[config.mk]
export PLATFORM = sky130hd
export DESIGN_NAME = two_key_debounce_long_press
export DESIGN_NICKNAME = d
export VERILOG_FILES = /design/src/tkdlp_pkg.sv /design/src/two_key_debounce_long_press.sv /design/src/tkdlp_key.sv
export SDC_FILE = /design/constraint.sdc
export NUM_CORES = 1
export LEC_CHECK = 0
export BUFFER_PORTS_ARGS = -buffer_cell sky130_fd_sc_hd__buf_4
export CAP_MARGIN = 10
export CORE_MARGIN = 2
export CORE_UTILIZATION = 62
export CTS_CLUSTER_SIZE = 10
export DETAILED_ROUTE_END_ITERATION = 7
export GPL_ROUTABILITY_DRIVEN = 0
export PLACE_DENSITY = 0.81
export SLEW_MARGIN = 0
export SYNTH_ARGS = -nofsm -noshare
export SYNTH_HDL_FRONTEND = slang
export SYNTH_SLANG_ARGS = --single-unit
[constraint.sdc]
create_clock -name aclk -period 5 [get_ports aclk]
set_input_delay 1.5 -clock aclk [delete_from_list [all_inputs] [get_ports aclk]]
set_output_delay 1.5 -clock aclk [all_outputs]
set_load 0.05 [all_outputs]
[src/tkdlp_pkg.sv]
// ----------------------------------------------------------------------------
// tkdlp_pkg
// Shared types and constants for the two-key debouncer with long press.
// ----------------------------------------------------------------------------
`default_nettype none

package tkdlp_pkg;

    typedef enum logic [3:0] {
        PH_IDLE = 4'b0001,
        PH_DOWN = 4'b0010,
        PH_HOLD = 4'b0100,
        PH_UP   = 4'b1000
    } phase_t;

    typedef enum logic [1:0] {
        EV_NONE    = 2'd0,
        EV_ADD     = 2'd1,
        EV_CONFIRM = 2'd2,
        EV_RESET   = 2'd3
    } event_t;

    localparam logic [1:0] CFG_SAMPLE_PERIOD = 2'd0;
    localparam logic [1:0] CFG_DEBOUNCE      = 2'd1;
    localparam logic [1:0] CFG_LONG_PRESS    = 2'd2;

    localparam logic       KIND_SAMPLE = 1'b0;
    localparam logic       KIND_TAKE   = 1'b1;

    localparam logic [15:0] SAMPLE_PERIOD_RST = 16'd10;
    localparam logic [3:0]  DEBOUNCE_RST      = 4'd3;
    localparam logic [15:0] LONG_PRESS_RST    = 16'd2000;

    typedef struct packed {
        logic press_done;
        logic hold;
        logic release_lvl;
    } key_stat_t;

endpackage

`default_nettype wire

[src/two_key_debounce_long_press.sv]
// ----------------------------------------------------------------------------
// two_key_debounce_long_press
// Two active-low button qualifier with add, confirm and long-press events.
// ----------------------------------------------------------------------------
// Input channel (s_*): one beat is either a pin sample (kind 0) with both
// pin levels and a ms timestamp, or a take request (kind 1).
// Result channel (m_*): one beat per take request, carrying the pending
// event (none, add, confirm, reset); samples produce no beat.
// Config channel (cfg_*): index 0 sample period, 1 debounce count,
// 2 long-press time; always ready, write only while idle.
// Result path: a take beat waits in the input register until the output
// register is free or being taken, then moves there and m_valid rises.
// Throughput: one beat per cycle while no take beat waits on a blocked
// result; input register feeds one pass of compare and counter logic into the state and the output register.
// Reset: aresetn low for one cycle clears both key machines, the event
// slot and the timers, and restores the config defaults.
// Stall: while m_ready is low a pending result is held and further sample
// beats still flow; a second take waits in the input register.
// ----------------------------------------------------------------------------
`default_nettype none

module two_key_debounce_long_press (
    input  wire logic        aclk,
    input  wire logic        aresetn,
    input  wire logic        s_valid,
    output      logic        s_ready,
    input  wire logic        s_kind,
    input  wire logic        s_add_level,
    input  wire logic        s_confirm_level,
    input  wire logic [31:0] s_time_ms,
    output      logic        m_valid,
    input  wire logic        m_ready,
    output      logic [1:0]  m_event_res,
    input  wire logic        cfg_valid,
    output      logic        cfg_ready,
    input  wire logic [1:0]  cfg_index,
    input  wire logic [15:0] cfg_data
);

    logic        in_valid_reg;
    logic        in_kind_reg;
    logic        in_add_reg;
    logic        in_conf_reg;
    logic [31:0] in_time_reg;

    logic [15:0] period_reg;
    logic [3:0]  debounce_reg;
    logic [15:0] long_reg;

    logic [31:0] last_time_reg, last_time_next;
    logic [31:0] start_time_reg, start_time_next;
    logic        long_fired_reg, long_fired_next;
    tkdlp_pkg::event_t pending_reg, pending_next;

    logic        m_valid_reg, m_valid_next;
    logic [1:0]  m_event_reg, m_event_next;

    logic        advance;
    logic        take_fire;
    logic        sample_en;
    logic [31:0] since_last;
    logic [31:0] held_ms;
    logic        fire_reset;
    logic        fire_confirm;
    tkdlp_pkg::event_t raised;

    tkdlp_pkg::key_stat_t add_stat;
    tkdlp_pkg::key_stat_t conf_stat;

    assign advance   = in_valid_reg &&
                       ((in_kind_reg == tkdlp_pkg::KIND_SAMPLE) || !m_valid_reg || m_ready);
    assign s_ready   = !in_valid_reg || advance;
    assign take_fire = advance && (in_kind_reg == tkdlp_pkg::KIND_TAKE);
    assign cfg_ready = 1'b1;

    assign since_last = in_time_reg - last_time_reg;
    assign held_ms    = in_time_reg - start_time_reg;
    assign sample_en  = advance && (in_kind_reg == tkdlp_pkg::KIND_SAMPLE) &&
                        (since_last >= {16'd0, period_reg});

    tkdlp_key u_add_key (
        .aclk             (aclk),
        .aresetn          (aresetn),
        .sample_en        (sample_en),
        .level            (in_add_reg),
        .debounce_samples (debounce_reg),
        .stat             (add_stat)
    );

    tkdlp_key u_conf_key (
        .aclk             (aclk),
        .aresetn          (aresetn),
        .sample_en        (sample_en),
        .level            (in_conf_reg),
        .debounce_samples (debounce_reg),
        .stat             (conf_stat)
    );

    assign fire_reset   = conf_stat.hold && !long_fired_reg &&
                          (held_ms >= {16'd0, long_reg});
    assign fire_confirm = conf_stat.release_lvl && !long_fired_reg && !fire_reset;

    always_comb begin
        if (add_stat.press_done) begin
            raised = tkdlp_pkg::EV_ADD;
        end else if (fire_reset) begin
            raised = tkdlp_pkg::EV_RESET;
        end else if (fire_confirm) begin
            raised = tkdlp_pkg::EV_CONFIRM;
        end else begin
            raised = tkdlp_pkg::EV_NONE;
        end
    end

    always_comb begin
        last_time_next  = last_time_reg;
        start_time_next = start_time_reg;
        long_fired_next = long_fired_reg;
        pending_next    = pending_reg;
        m_valid_next    = m_valid_reg && !m_ready;
        m_event_next    = m_event_reg;
        if (take_fire) begin
            m_valid_next = 1'b1;
            m_event_next = pending_reg;
            pending_next = tkdlp_pkg::EV_NONE;
        end
        if (sample_en) begin
            last_time_next = in_time_reg;
            if (conf_stat.press_done) begin
                start_time_next = in_time_reg;
                long_fired_next = 1'b0;
            end else if (fire_reset) begin
                long_fired_next = 1'b1;
            end
            if (pending_reg == tkdlp_pkg::EV_NONE) begin
                pending_next = raised;
            end
        end
    end

    always_ff @(posedge aclk) begin
        if (s_valid && s_ready) begin
            in_kind_reg <= s_kind;
            in_add_reg  <= s_add_level;
            in_conf_reg <= s_confirm_level;
            in_time_reg <= s_time_ms;
        end
        m_event_reg <= m_event_next;
    end

    always_ff @(posedge aclk) begin
        if (!aresetn) begin
            in_valid_reg   <= 1'b0;
            m_valid_reg    <= 1'b0;
            period_reg     <= tkdlp_pkg::SAMPLE_PERIOD_RST;
            debounce_reg   <= tkdlp_pkg::DEBOUNCE_RST;
            long_reg       <= tkdlp_pkg::LONG_PRESS_RST;
            last_time_reg  <= 32'd0;
            start_time_reg <= 32'd0;
            long_fired_reg <= 1'b0;
            pending_reg    <= tkdlp_pkg::EV_NONE;
        end else begin
            if (s_ready) begin
                in_valid_reg <= s_valid;
            end
            m_valid_reg    <= m_valid_next;
            last_time_reg  <= last_time_next;
            start_time_reg <= start_time_next;
            long_fired_reg <= long_fired_next;
            pending_reg    <= pending_next;
            if (cfg_valid && cfg_ready) begin
                case (cfg_index)
                    tkdlp_pkg::CFG_SAMPLE_PERIOD: period_reg   <= cfg_data;
                    tkdlp_pkg::CFG_DEBOUNCE:      debounce_reg <= cfg_data[3:0];
                    tkdlp_pkg::CFG_LONG_PRESS:    long_reg     <= cfg_data;
                    default: begin
                    end
                endcase
            end
        end
    end

    assign m_valid     = m_valid_reg;
    assign m_event_res = m_event_reg;

`ifndef SYNTHESIS
    a_slot_holds: assert property (@(posedge aclk) disable iff (!aresetn)
        (pending_reg != tkdlp_pkg::EV_NONE && !take_fire) |=> $stable(pending_reg))
        else $error("pending event overwritten");

    a_take_clears: assert property (@(posedge aclk) disable iff (!aresetn)
        take_fire |=> (m_valid && pending_reg == tkdlp_pkg::EV_NONE))
        else $error("take did not produce a beat or clear the slot");

    a_stall_busy: assert property (@(posedge aclk) disable iff (!aresetn)
        !s_ready |-> (in_valid_reg && m_valid_reg && !m_ready))
        else $error("input stalled without a blocked result");

    a_reset_once: assert property (@(posedge aclk) disable iff (!aresetn)
        fire_reset |=> long_fired_reg)
        else $error("long press not recorded");
`endif

endmodule

`default_nettype wire

[src/tkdlp_key.sv]
// ----------------------------------------------------------------------------
// tkdlp_key
// Per-key idle / debounce-down / hold / debounce-up machine with run counter.
// ----------------------------------------------------------------------------
`default_nettype none

module tkdlp_key (
    input  wire logic              aclk,
    input  wire logic              aresetn,
    input  wire logic              sample_en,
    input  wire logic              level,
    input  wire logic [3:0]        debounce_samples,
    output tkdlp_pkg::key_stat_t   stat
);

    tkdlp_pkg::phase_t phase_reg, phase_next;
    logic [3:0]        run_reg, run_next;
    logic [3:0]        bump;
    logic              confirmed;

    assign bump      = (run_reg != 4'hF) ? run_reg + 4'd1 : run_reg;
    assign confirmed = bump >= debounce_samples;

    always_comb begin
        phase_next       = phase_reg;
        run_next         = run_reg;
        stat.press_done  = 1'b0;
        stat.hold        = sample_en && (phase_reg == tkdlp_pkg::PH_HOLD);
        stat.release_lvl = sample_en && (phase_reg == tkdlp_pkg::PH_HOLD) && level;
        if (sample_en) begin
            case (phase_reg)
                tkdlp_pkg::PH_IDLE: begin
                    if (!level) begin
                        run_next   = 4'd1;
                        phase_next = tkdlp_pkg::PH_DOWN;
                    end
                end
                tkdlp_pkg::PH_DOWN: begin
                    if (!level) begin
                        run_next = bump;
                        if (confirmed) begin
                            phase_next      = tkdlp_pkg::PH_HOLD;
                            stat.press_done = 1'b1;
                        end
                    end else begin
                        phase_next = tkdlp_pkg::PH_IDLE;
                    end
                end
                tkdlp_pkg::PH_HOLD: begin
                    if (level) begin
                        run_next   = 4'd1;
                        phase_next = tkdlp_pkg::PH_UP;
                    end
                end
                tkdlp_pkg::PH_UP: begin
                    if (level) begin
                        run_next = bump;
                        if (confirmed) begin
                            phase_next = tkdlp_pkg::PH_IDLE;
                        end
                    end else begin
                        phase_next = tkdlp_pkg::PH_HOLD;
                    end
                end
                default: begin
                    phase_next = tkdlp_pkg::PH_IDLE;
                end
            endcase
        end
    end

    always_ff @(posedge aclk) begin
        if (!aresetn) begin
            phase_reg <= tkdlp_pkg::PH_IDLE;
            run_reg   <= 4'd0;
        end else begin
            phase_reg <= phase_next;
            run_reg   <= run_next;
        end
    end

endmodule

`default_nettype wire

==> results of run 1 <==
==> layout by cell type, fill, tap and decap left out, types with 6 or more instances in the layout <==
cell	synthesis	routed
a2111oi_0	7	6
a211oi_1	17	16
a21o_1	18	18
a21oi_1	181	179
a31oi_1	11	10
and2_1	6	6
and3_1	8	8
buf_4	5	77
clkbuf_16	0	18
dfxtp_1	121	121
edfxtp_1	37	37
ha_1	104	99
inv_1	126	125
mux2i_1	44	44
nand2_1	199	199
nand2b_1	22	22
nand3_1	25	25
nand3b_1	7	7
nand4_1	22	22
nor2_1	99	98
nor3_1	20	20
o211ai_1	19	19
o21a_1	11	11
o21ai_0	63	58
o21ai_1	2	7
o21bai_1	7	7
o22ai_1	7	7
or3_1	9	9
xnor2_1	33	33
xor2_1	13	13
==> layer usage <==
layer,GRT usage (%),vias to the layer above,wire length [um]
li1,-,4989,-
met1,37.2,4740,12300
met2,51.7,347,13400
met3,6.00,56,1890
met4,10.4,0,653
met5,0,-,0
==> worst max path at each step <==
stage                                 end  slack [ns]  cells after the start
floorplan           u_conf_key.run_reg[1]        0.62                     21
global placement           long_fired_reg       -0.14                     20
detailed placement         long_fired_reg       -0.11                     20
CTS                        long_fired_reg        0.02                     20
global route               long_fired_reg      -0.004                     19
finish                     long_fired_reg        0.32                     19
==> area by class of cell <==
class	instances	area, um2	area share (%)
clock buffers	19	433	3.52
clock inverters	13	116	0.947
inverters	126	473	3.85
multi-input cells	1042	6800	55.3
flip-flops and latches	158	3530	28.8
well taps	225	282	2.29
repair buffers	81	654	5.33
==> synth_stat cells (all sizes together), types with 3 or more instances <==
cell / instances
o2111ai: 4
inv: 126
nand3b: 7
o22ai: 7
a41oi: 3
xor2: 13
o211ai: 19
a21oi: 183
o21bai: 7
nor4b: 3
nand4: 22
edfxtp: 37
xnor2: 33
nor2: 99
buf: 17
ha: 104
nor4: 5
mux2i: 44
o31ai: 6
clkbuf: 52
a31oi: 11
nand2b: 22
or4: 6
nand3: 25
a211oi: 17
nor3b: 5
nand2: 199
or3: 9
and3: 8
nor2b: 7
dfxtp: 121
a311oi: 4
o21ai: 66
a21o: 18
and2: 6
a211o: 3
o21a: 11
a2111oi: 10
nor3: 20
==> where the power goes <==
| part | internal, mW | leakage [nW] | switching [mW] |
|---|---|---|---|
| Sequential | 1.35 | 1.34 | 0.0404 |
| Combinational | 0.272 | 3.31 | 0.392 |
| Clock | 0.685 | 0.255 | 0.553 |
==> cells by family after synthesis <==
| family | Yosys count | synth area share, % |
|---|---|---|
| fa+ha+maj | 106 | 12.2 |
| mux | 46 | 4.20 |
| other cells | 1 | 0.0340 |
| simple gates | 449 | 18.6 |
| xor+xnor | 46 | 3.66 |
| buf+inv | 195 | 7.01 |
| flops | 158 | 32.1 |
| compound gates | 394 | 22.2 |
==> worst max-delay path: stages, from the launching register on <==
cell and delay, ns:
edfxtp_1 0.47, ha_2 0.39, a21oi_1 0.26, o21ai_0 0.14
o21bai_1 0.20, a21o_1 0.18, a21oi_1 0.16, xnor2_1 0.15
ha_1 0.28, a21oi_1 0.15, o21ai_1 0.12, a2111oi_2 0.36
o21ai_1 0.15, nand2_1 0.11, o2111ai_1 0.14, nor4b_2 0.30
nand4_1 0.15, or4_4 0.59, a31oi_1 0.19, nor3b_1 0.07
==> per-stage QoR <==
stage	TNS [ns]	util, %	instance area, um2
2_1_floorplan	0	-	11000
3_3_place_gp	-0.342	66.9	11600
3_5_place_dp	-0.247	66.9	11600
4_1_cts	0	70.1	12200
5_1_grt	-0.00416	70.8	12300
6_report	0	70.8	12300
==> repair_timing <==
item | CTS | global route
pin swaps | 0 | 4
gates cloned | 0 | 1
endpoints found under the setup margin | 3 | 75
resized for setup | 3 | 20
hold buffers | 0 | 0
setup buffers | 0 | 4
==> metrics, run 1 <==
clock slew at reported path FFs 0.06 ns; H-tree lvl count 4; Yosys top cell area share 22.0%; DR pass1 iterations 5; Num CTS Buffers 17; Worst Path Arrival 5.00 ns; All-Layer GR Usage 29.9%; Highest Clock Rate 213 MHz; WL final 28.2 mm; critical path fanouts, max 8; max_slew headroom 25.7%; R2R Setup Slk 0.32 ns; Area Growth Syn to Fin 11.5%; hold worst-path end period_reg[7]; pin count of the biggest net entering global routing 95; Synth Instances 1395; Warnings, synthesis 0; Pleak 4.91 nW; Setup Skew 0.0114 ns; DP Worst Slack -0.110 ns; area leader, netlist dfxtp_1; status complete, no violations; Crit. Startpoint in_time_reg[6]; layout cells sized above 1 9.87%; Main synth FF type dfxtp_1; grt total ovfl 0; DR WL/cell 17.0 um; Fillers 1387; final hold slack 0.458 ns; mean number of vias per cell 6.09; Clock Tree Root clkbuf_16; #FFs+latches synth 158; vias in the first global route 9566; Design Power 3.29 mW; ANT nets after route 0; post-synth cell types 80; Pins Over Slew Limit 0; Max-cap violations 0; Final Critical Period 4.68 ns; syn avg cell area 7.90 um2; Critical Path End Type flop; PortBufs 61; R2R Path Start in_time_reg[6]; Data required, critical path 5.31 ns; die height 137 um; CTS sink cnt 158; final hold vios 0; initial antenna violation count 0; FF-to-FF End long_fired_reg; PD cells 268 mW/mm2; worst min-delay path category flop to flop; Max VDD drop 0.000317 V; first-pass GRT wire length 45.0 mm; residual DRC count 0; hpwl dp 20.2 mm; Synthesized Nets 1559; Mapped Area 0.0110 mm2; fin nets 1590; worst-margin pin slew 1.11 ns; core area 0.0174 mm2; startpoint types flop; R2R cell count 19; later-pin clock latency in the skew report 0.44 ns; fin cells 1664; Die Span X 137 um; top cells by area, synth dfxtp_1, ha_1, edfxtp_1; setup ws final 0.315 ns; Post-synth EDFFs 37; hold path start period_reg[7]; ANT cells 0; # setup viols final 0; Clock Path Buffers 2; fin crit share 93.7%; TritonCTS clock tree yes; Site Rows 48; Cells on Worst Hold Path 2; routed vias 10100; drt first-iter violations 825; Placed Cells 1627; IO Count 63; Crit Path Class flop to flop; Post-synth ARST share 0%; Initial Utilization 63.5%; Seq/Total Area, Yosys 32.1%; die footprint 0.0189 mm2
No activity file was read; power rests on OpenSTA's default activity.
==> run 2, diff against run 1 <==
--- a/config.mk
+++ b/config.mk
@@ -8,12 +8,13 @@
 export BUFFER_PORTS_ARGS = -buffer_cell sky130_fd_sc_hd__buf_4
 export CAP_MARGIN = 10
 export CORE_MARGIN = 2
-export CORE_UTILIZATION = 62
+export CORE_UTILIZATION = 63
 export CTS_CLUSTER_SIZE = 10
 export DETAILED_ROUTE_END_ITERATION = 7
 export GPL_ROUTABILITY_DRIVEN = 0
-export PLACE_DENSITY = 0.81
+export PLACE_DENSITY = 0.82
 export SLEW_MARGIN = 0
 export SYNTH_ARGS = -nofsm -noshare
 export SYNTH_HDL_FRONTEND = slang
+export SYNTH_HIERARCHICAL = 1
 export SYNTH_SLANG_ARGS = --single-unit
==> run 2 against run 1 <==
Compared with the run above: the run now ends with setup timing left; via count stayed put; wire length is 2.9% higher; clock-buffer cell count is 2 higher; clock power is 15% higher; worst setup slack worse by 0.61 ns; synthesized area is 1.1% higher; utilization is 4.3 points higher; non-clock buffer count is 35 higher; first-iteration DRC count is 15% higher; critical path depth is 6 higher; highest routed layer unchanged.
==> metrics, run 2 <==
Pleak 5.54 nW (was 4.91 nW); first-pass GRT wire length 46.1 mm (was 45.0 mm); later-pin clock latency in the skew report 0.44 ns (about the same); WL final 29.1 mm (was 28.2 mm); PD cells 270 mW/mm2 (was 268 mW/mm2); initial antenna violation count 0 (unchanged); R2R Path Start in_time_reg[0] (was in_time_reg[6]); R2R cell count 25 (was 19); grt total ovfl 0 (unchanged); All-Layer GR Usage 31.1% (was 29.9%); Area Growth Syn to Fin 16.7% (was 11.5%); setup ws final -0.292 ns (was 0.315 ns); ANT nets after route 0 (unchanged); Highest Clock Rate 189 MHz (was 213 MHz); metal2 WL 13.6 mm (was 13.4 mm); pin count of the biggest net entering global routing 109 (was 95); RSZ-0062 raised after global routing yes; Crit. Startpoint in_time_reg[0] (was in_time_reg[6]); IO Count 63 (unchanged); Max Used Layer met4 (unchanged); crit path capture pending_reg[1] (was long_fired_reg); Pins Over Slew Limit 0 (unchanged); Num CTS Buffers 17 (unchanged); hpwl dp 20.2 mm (about the same); fin cells 1651 (was 1664); met1 wire length 12.5 mm (was 12.3 mm); Design Area, Final 0.0130 mm2 (was 0.0123 mm2); Post-CTS Hold Fix Bufs 0 (unchanged); Max VDD drop 0.000328 V (was 0.000317 V); mean number of vias per cell 6.14 (was 6.09); failing checks setup timing; Synthesized Nets 1490 (was 1559); syn avg cell area 8.40 um2 (was 7.90 um2); Crit Path Class flop to flop (unchanged); Post-DP Area 0.0120 mm2 (was 0.0116 mm2); CTS sink cnt 158 (unchanged); max_slew headroom 22.7% (was 25.7%); final core utilization 75.1% (was 70.8%); Critical Path End Type flop (unchanged); worst-margin pin slew 1.15 ns (was 1.11 ns); met3 WL 2.16 mm (was 1.89 mm); most common cell after layout, fill and taps aside nand2_1 (unchanged); slowest stage cell, crit path or4_4 (unchanged); Worst Path Arrival 5.64 ns (was 5.00 ns); Warnings, synthesis 6 (was 0); Final Critical Period 5.29 ns (was 4.68 ns); drt first-iter violations 946 (was 825); # setup viols final 78 (was 0); die footprint 0.0188 mm2 (was 0.0189 mm2); Die Span X 137 um (about the same); residual DRC count 0 (unchanged); Data required, critical path 5.35 ns (was 5.31 ns); Synth Instances 1326 (was 1395); die height 137 um (about the same); R2R Setup Slk -0.29 ns (was 0.32 ns); ANT cells 0 (unchanged); DR pass1 iterations 8 (was 5); DR WL/cell 17.6 um (was 17.0 um); Clock Tree Root clkbuf_16 (unchanged); startpoint types flop (unchanged); TritonCTS clock tree yes (unchanged); fin nets 1577 (was 1590); Design Power 3.51 mW (was 3.29 mW); layout cells sized above 1 15.3% (was 9.87%); Placed Cells 1608 (was 1627); commonest non-fill, non-tap cells in the layout nand2_1, dfxtp_1, inv_1, buf_4, ha_1 (was nand2_1, a21oi_1, inv_1, dfxtp_1, ha_1); worst min-delay path category flop to flop (unchanged); Site Rows 48 (unchanged); FF-to-FF End pending_reg[1] (was long_fired_reg); PortBufs 61 (unchanged); clock slew at reported path FFs 0.07 ns (was 0.06 ns); H-tree lvl count 4 (unchanged); Mapped Area 0.0111 mm2 (was 0.0110 mm2); core area 0.0173 mm2 (was 0.0174 mm2); routed vias 10100 (unchanged); Initial Utilization 64.4% (was 63.5%); slowest stage delay, CP 0.55 ns (was 0.59 ns); vias in the first global route 9459 (was 9566); fin crit share 106% (was 93.7%); status finished, violations left (was complete, no violations); Clock Path Buffers 2 (unchanged); Max-cap violations 0 (unchanged); critical path fanouts, max 4 (was 8); Setup Skew 0.0121 ns (was 0.0114 ns); final hold vios 0 (unchanged)
-- run 2: area by class of cell --
type	count	area (um2)
clock inverters	11	138
fillers	1247	4310
clock buffers	21	504
well taps	225	282
flip-flops and latches	158	3530
repair buffers	116	978
inverters	124	473
multi-input cells	996	7080
-- run 2: critical path: cells and delay by family (launching register included) --
| family | cells | cell delay (ns) |
|---|---|---|
| AND/OR/NAND/NOR | 8 | 1.59 |
| AO/OA/AOI/OAI | 10 | 2.22 |
| flip-flops | 1 | 0.42 |
| XOR/XNOR | 1 | 0.08 |
| buffers and inverters | 3 | 0.17 |
| adder cells (fa/ha/maj) | 3 | 0.69 |
-- run 2: report_power, final --
part / internal, mW / switching (mW)
clock network: 0.837 / 0.583
registers: 1.35 / 0.0345
logic: 0.303 / 0.401
-- run 2: metal layers --
metal / track usage [%] / up-vias
met3: 4.96 / 76
met5: 0 / -
met2: 51.8 / 416
met1: 40.8 / 4765
met4: 11.2 / 0
li1: - / 4875
-- run 2: worst min-delay path by stage --
stage,start,endpoint,depth (start not counted)
floorplan,pending_reg[0],m_event_res[0],0
global placement,start_time_reg[8],start_time_reg[8],2
detailed placement,start_time_reg[16],start_time_reg[16],2
CTS,start_time_reg[17],start_time_reg[17],2
global route,start_time_reg[12],start_time_reg[12],2
finish,start_time_reg[17],start_time_reg[17],2
-- run 2: through the flow --
| stage | setup slack (ns) | setup TNS, ns | hold WS [ns] |
|---|---|---|---|
| 2_1_floorplan | -0.181 | -2.30 | 0.430 |
| 3_3_place_gp | -0.169 | -4.27 | 0.445 |
| 3_5_place_dp | -0.307 | -12.86 | 0.453 |
| 4_1_cts | -0.181 | -5.12 | 0.461 |
| 5_1_grt | -0.568 | -30.05 | 0.472 |
| 6_report | -0.292 | -11.02 | 0.459 |
-- run 2: what timing repair did --
item                                    CTS  global route
pin swaps                                 7            11
gates cloned                              1             2
resized for setup                        21            18
setup buffers                             4             4
endpoints found under the setup margin   76            83
==> run 3, diff against run 2 <==
--- a/config.mk
+++ b/config.mk
@@ -7,12 +7,14 @@
 export LEC_CHECK = 0
 export BUFFER_PORTS_ARGS = -buffer_cell sky130_fd_sc_hd__buf_4
 export CAP_MARGIN = 10
+export CELL_PAD_IN_SITES_DETAIL_PLACEMENT = 0
+export CELL_PAD_IN_SITES_GLOBAL_PLACEMENT = 1
 export CORE_MARGIN = 2
-export CORE_UTILIZATION = 63
+export CORE_UTILIZATION = 48
 export CTS_CLUSTER_SIZE = 10
 export DETAILED_ROUTE_END_ITERATION = 7
 export GPL_ROUTABILITY_DRIVEN = 0
-export PLACE_DENSITY = 0.82
+export PLACE_DENSITY_LB_ADDON = 0.1
 export SLEW_MARGIN = 0
 export SYNTH_ARGS = -nofsm -noshare
 export SYNTH_HDL_FRONTEND = slang
==> run 3 against run 2 <==
Compared with the run above: the run still ends with setup timing left; combinational power up 1%; via count down 5.2%; sequential power about the same; clock-buffer cell count down 2; wire length up 3.7%; cell area up 0.92%; worst setup slack better by 0.13 ns; register-to-register slack better by 0.13 ns; critical path depth up 1; non-clock buffer count up 11; first-iteration DRC count down 43%; critical path type unchanged; critical endpoint is now start_time_reg[2].
==> metrics, run 3 (synthesis gave the netlist of run 2 again) <==
status finished, violations left (unchanged); RSZ-0062 raised after global routing yes (unchanged); Crit Path Class flop to flop (unchanged); Gate power share 21.2% (was 20.1%); DR WL/cell 17.5 um (was 17.6 um); Pins Over Slew Limit 0 (unchanged); clock slew at reported path FFs 0.07 ns (about the same); Seq pwr share 41.0% (was 39.4%); CP delay by family, top compound AO/OA/AOI/OAI gates (unchanged); Cells on Worst Hold Path 2 (unchanged); slowest stage cell, crit path or4_4 (unchanged); Worst Path Arrival 5.53 ns (was 5.64 ns); residual DRC count 0 (unchanged); PortBufs 61 (unchanged); hpwl dp 22.4 mm (was 20.2 mm); Design Area, Final 0.0131 mm2 (was 0.0130 mm2); core area 0.0227 mm2 (was 0.0173 mm2); later-pin clock latency in the skew report 0.44 ns (about the same); Num CTS Buffers 17 (unchanged); final core utilization 57.7% (was 75.1%); FF-to-FF End start_time_reg[2] (was pending_reg[1]); worst min-delay path category flop to flop (unchanged); Pleak 5.59 nW (was 5.54 nW); All-Layer GR Usage 24.1% (was 31.1%); Initial Utilization 49.0% (was 64.4%); most used cell, CP inv_2; mean number of vias per cell 5.58 (was 6.14); Sw Ratio 30.4% (was 29.0%); final hold slack 0.458 ns (was 0.459 ns); sequential standard cell area 0.00353 mm2 (unchanged); clock power share 37.8% (was 40.5%); H-tree lvl count 4 (unchanged); hold worst-path end start_time_reg[10] (was start_time_reg[17]); die footprint 0.0244 mm2 (was 0.0188 mm2); Crit. Startpoint in_time_reg[0] (unchanged); die height 156 um (was 137 um); WL final 30.1 mm (was 29.1 mm); DR pass1 iterations 5 (was 8); startpoint types flop (unchanged); Clock Path Buffers 2 (unchanged); fin crit share 103% (was 106%); R2R cell count 26 (was 25); Net Sw Power 1.02 mW (about the same); Final Critical Period 5.16 ns (was 5.29 ns); Pint 2.35 mW (was 2.49 mW); initial antenna violation count 0 (unchanged); Highest Clock Rate 194 MHz (was 189 MHz); max_slew headroom 33.2% (was 22.7%); worst-margin pin slew 0.998 ns (was 1.15 ns); first-pass GRT wire length 46.4 mm (was 46.1 mm); DP Worst Slack -0.267 ns (was -0.307 ns); TritonCTS clock tree yes (unchanged); IO Count 63 (unchanged); Data required, critical path 5.36 ns (was 5.35 ns); routed vias 9607 (was 10100); R2R Setup Slk -0.16 ns (was -0.29 ns); Setup Skew 0.0182 ns (was 0.0121 ns); Die Span X 156 um (was 137 um); setup ws final -0.163 ns (was -0.292 ns); failing checks setup timing (unchanged); Max VDD drop 0.000209 V (was 0.000328 V); commonest non-fill, non-tap cells in the layout nand2_1, dfxtp_1, inv_1, buf_4, ha_1 (unchanged); CP bufs+invs 4 (was 3); Area Growth Syn to Fin 17.7% (was 16.7%); critical path fanouts, max 8 (was 4); Max-cap violations 0 (unchanged); ANT nets after route 0 (unchanged); most common cell after layout, fill and taps aside nand2_1 (unchanged); Sum Neg Setup Slack -5.08 ns (was -11.02 ns); R2R Path Start in_time_reg[0] (unchanged); vias in the first global route 8939 (was 9459); Fillers 2081 (was 1247); Critical Path End Type flop (unchanged); PD cells 257 mW/mm2 (was 270 mW/mm2); final hold vios 0 (unchanged); fin nets 1588 (was 1577); # setup viols final 42 (was 78); hold path start start_time_reg[10] (was start_time_reg[17]); grt total ovfl 0 (unchanged); ANT cells 0 (unchanged); layout cells sized above 1 16.1% (was 15.3%); drt first-iter violations 536 (was 946); CTS sink cnt 158 (unchanged); multi-input logic area 0.00707 mm2 (was 0.00708 mm2); Clock Tree Root clkbuf_16 (unchanged); Post-DP Area 0.0122 mm2 (was 0.0120 mm2); Site Rows 55 (was 48); slowest stage delay, CP 0.55 ns (about the same); pin count of the biggest net entering global routing 89 (was 109)
run 3: power groups by stage:
stage	logic (mW)	clock network, mW	registers, mW
after floorplan	0.473	0	1.40
after global placement	0.676	0	1.41
after detailed placement	0.683	0	1.41
after CTS	0.695	1.30	1.38
after global routing	0.792	1.35	1.39
final	0.714	1.27	1.38
run 3: layout make-up:
type / instances / share of cell area [%]
inverters: 124 / 3.61
clock buffers: 19 / 3.54
clock inverters: 13 / 0.735
well taps: 285 / 2.72
repair buffers: 127 / 8.50
flip-flops and latches: 158 / 27.0
multi-input cells: 996 / 53.9
run 3: how the worst max path moves through the flow:
stage,to,slack (ns),depth (start not counted)
floorplan,pending_reg[1],-0.18,27
global placement,pending_reg[1],-0.19,25
detailed placement,pending_reg[1],-0.27,25
CTS,pending_reg[1],-0.19,25
global route,start_time_reg[2],-0.41,26
finish,start_time_reg[2],-0.16,26
run 3: worst min-delay path, cell delays in order (launching register included):
cell     delay, ns
dfxtp_1       0.31
nand2_1       0.05
mux2i_1       0.05
run 3: stage by stage:
step	power (mW)	cells
after floorplan	1.87	1326
after global placement	2.09	1679
after detailed placement	2.09	1679
after CTS	3.38	1715
after global routing	3.53	1722
final	3.37	1722
run 3: timing repair:
action | in CTS | in global routing
gates resized for setup | 17 | 24
hold buffers | 0 | 0
setup endpoints to repair | 75 | 83
cloned | 0 | 6
pin swaps | 11 | 13
setup buffers | 4 | 1
run 3: metal layers:
layer / up-vias / GRT usage (%) / share of wire (%)
li1: 4897 / - / -
met1: 4521 / 34.4 / 49
met2: 171 / 39.2 / 46
met3: 18 / 2.91 / 3.9
met4: 0 / 5.11 / 0.92
met5: - / 0 / 0
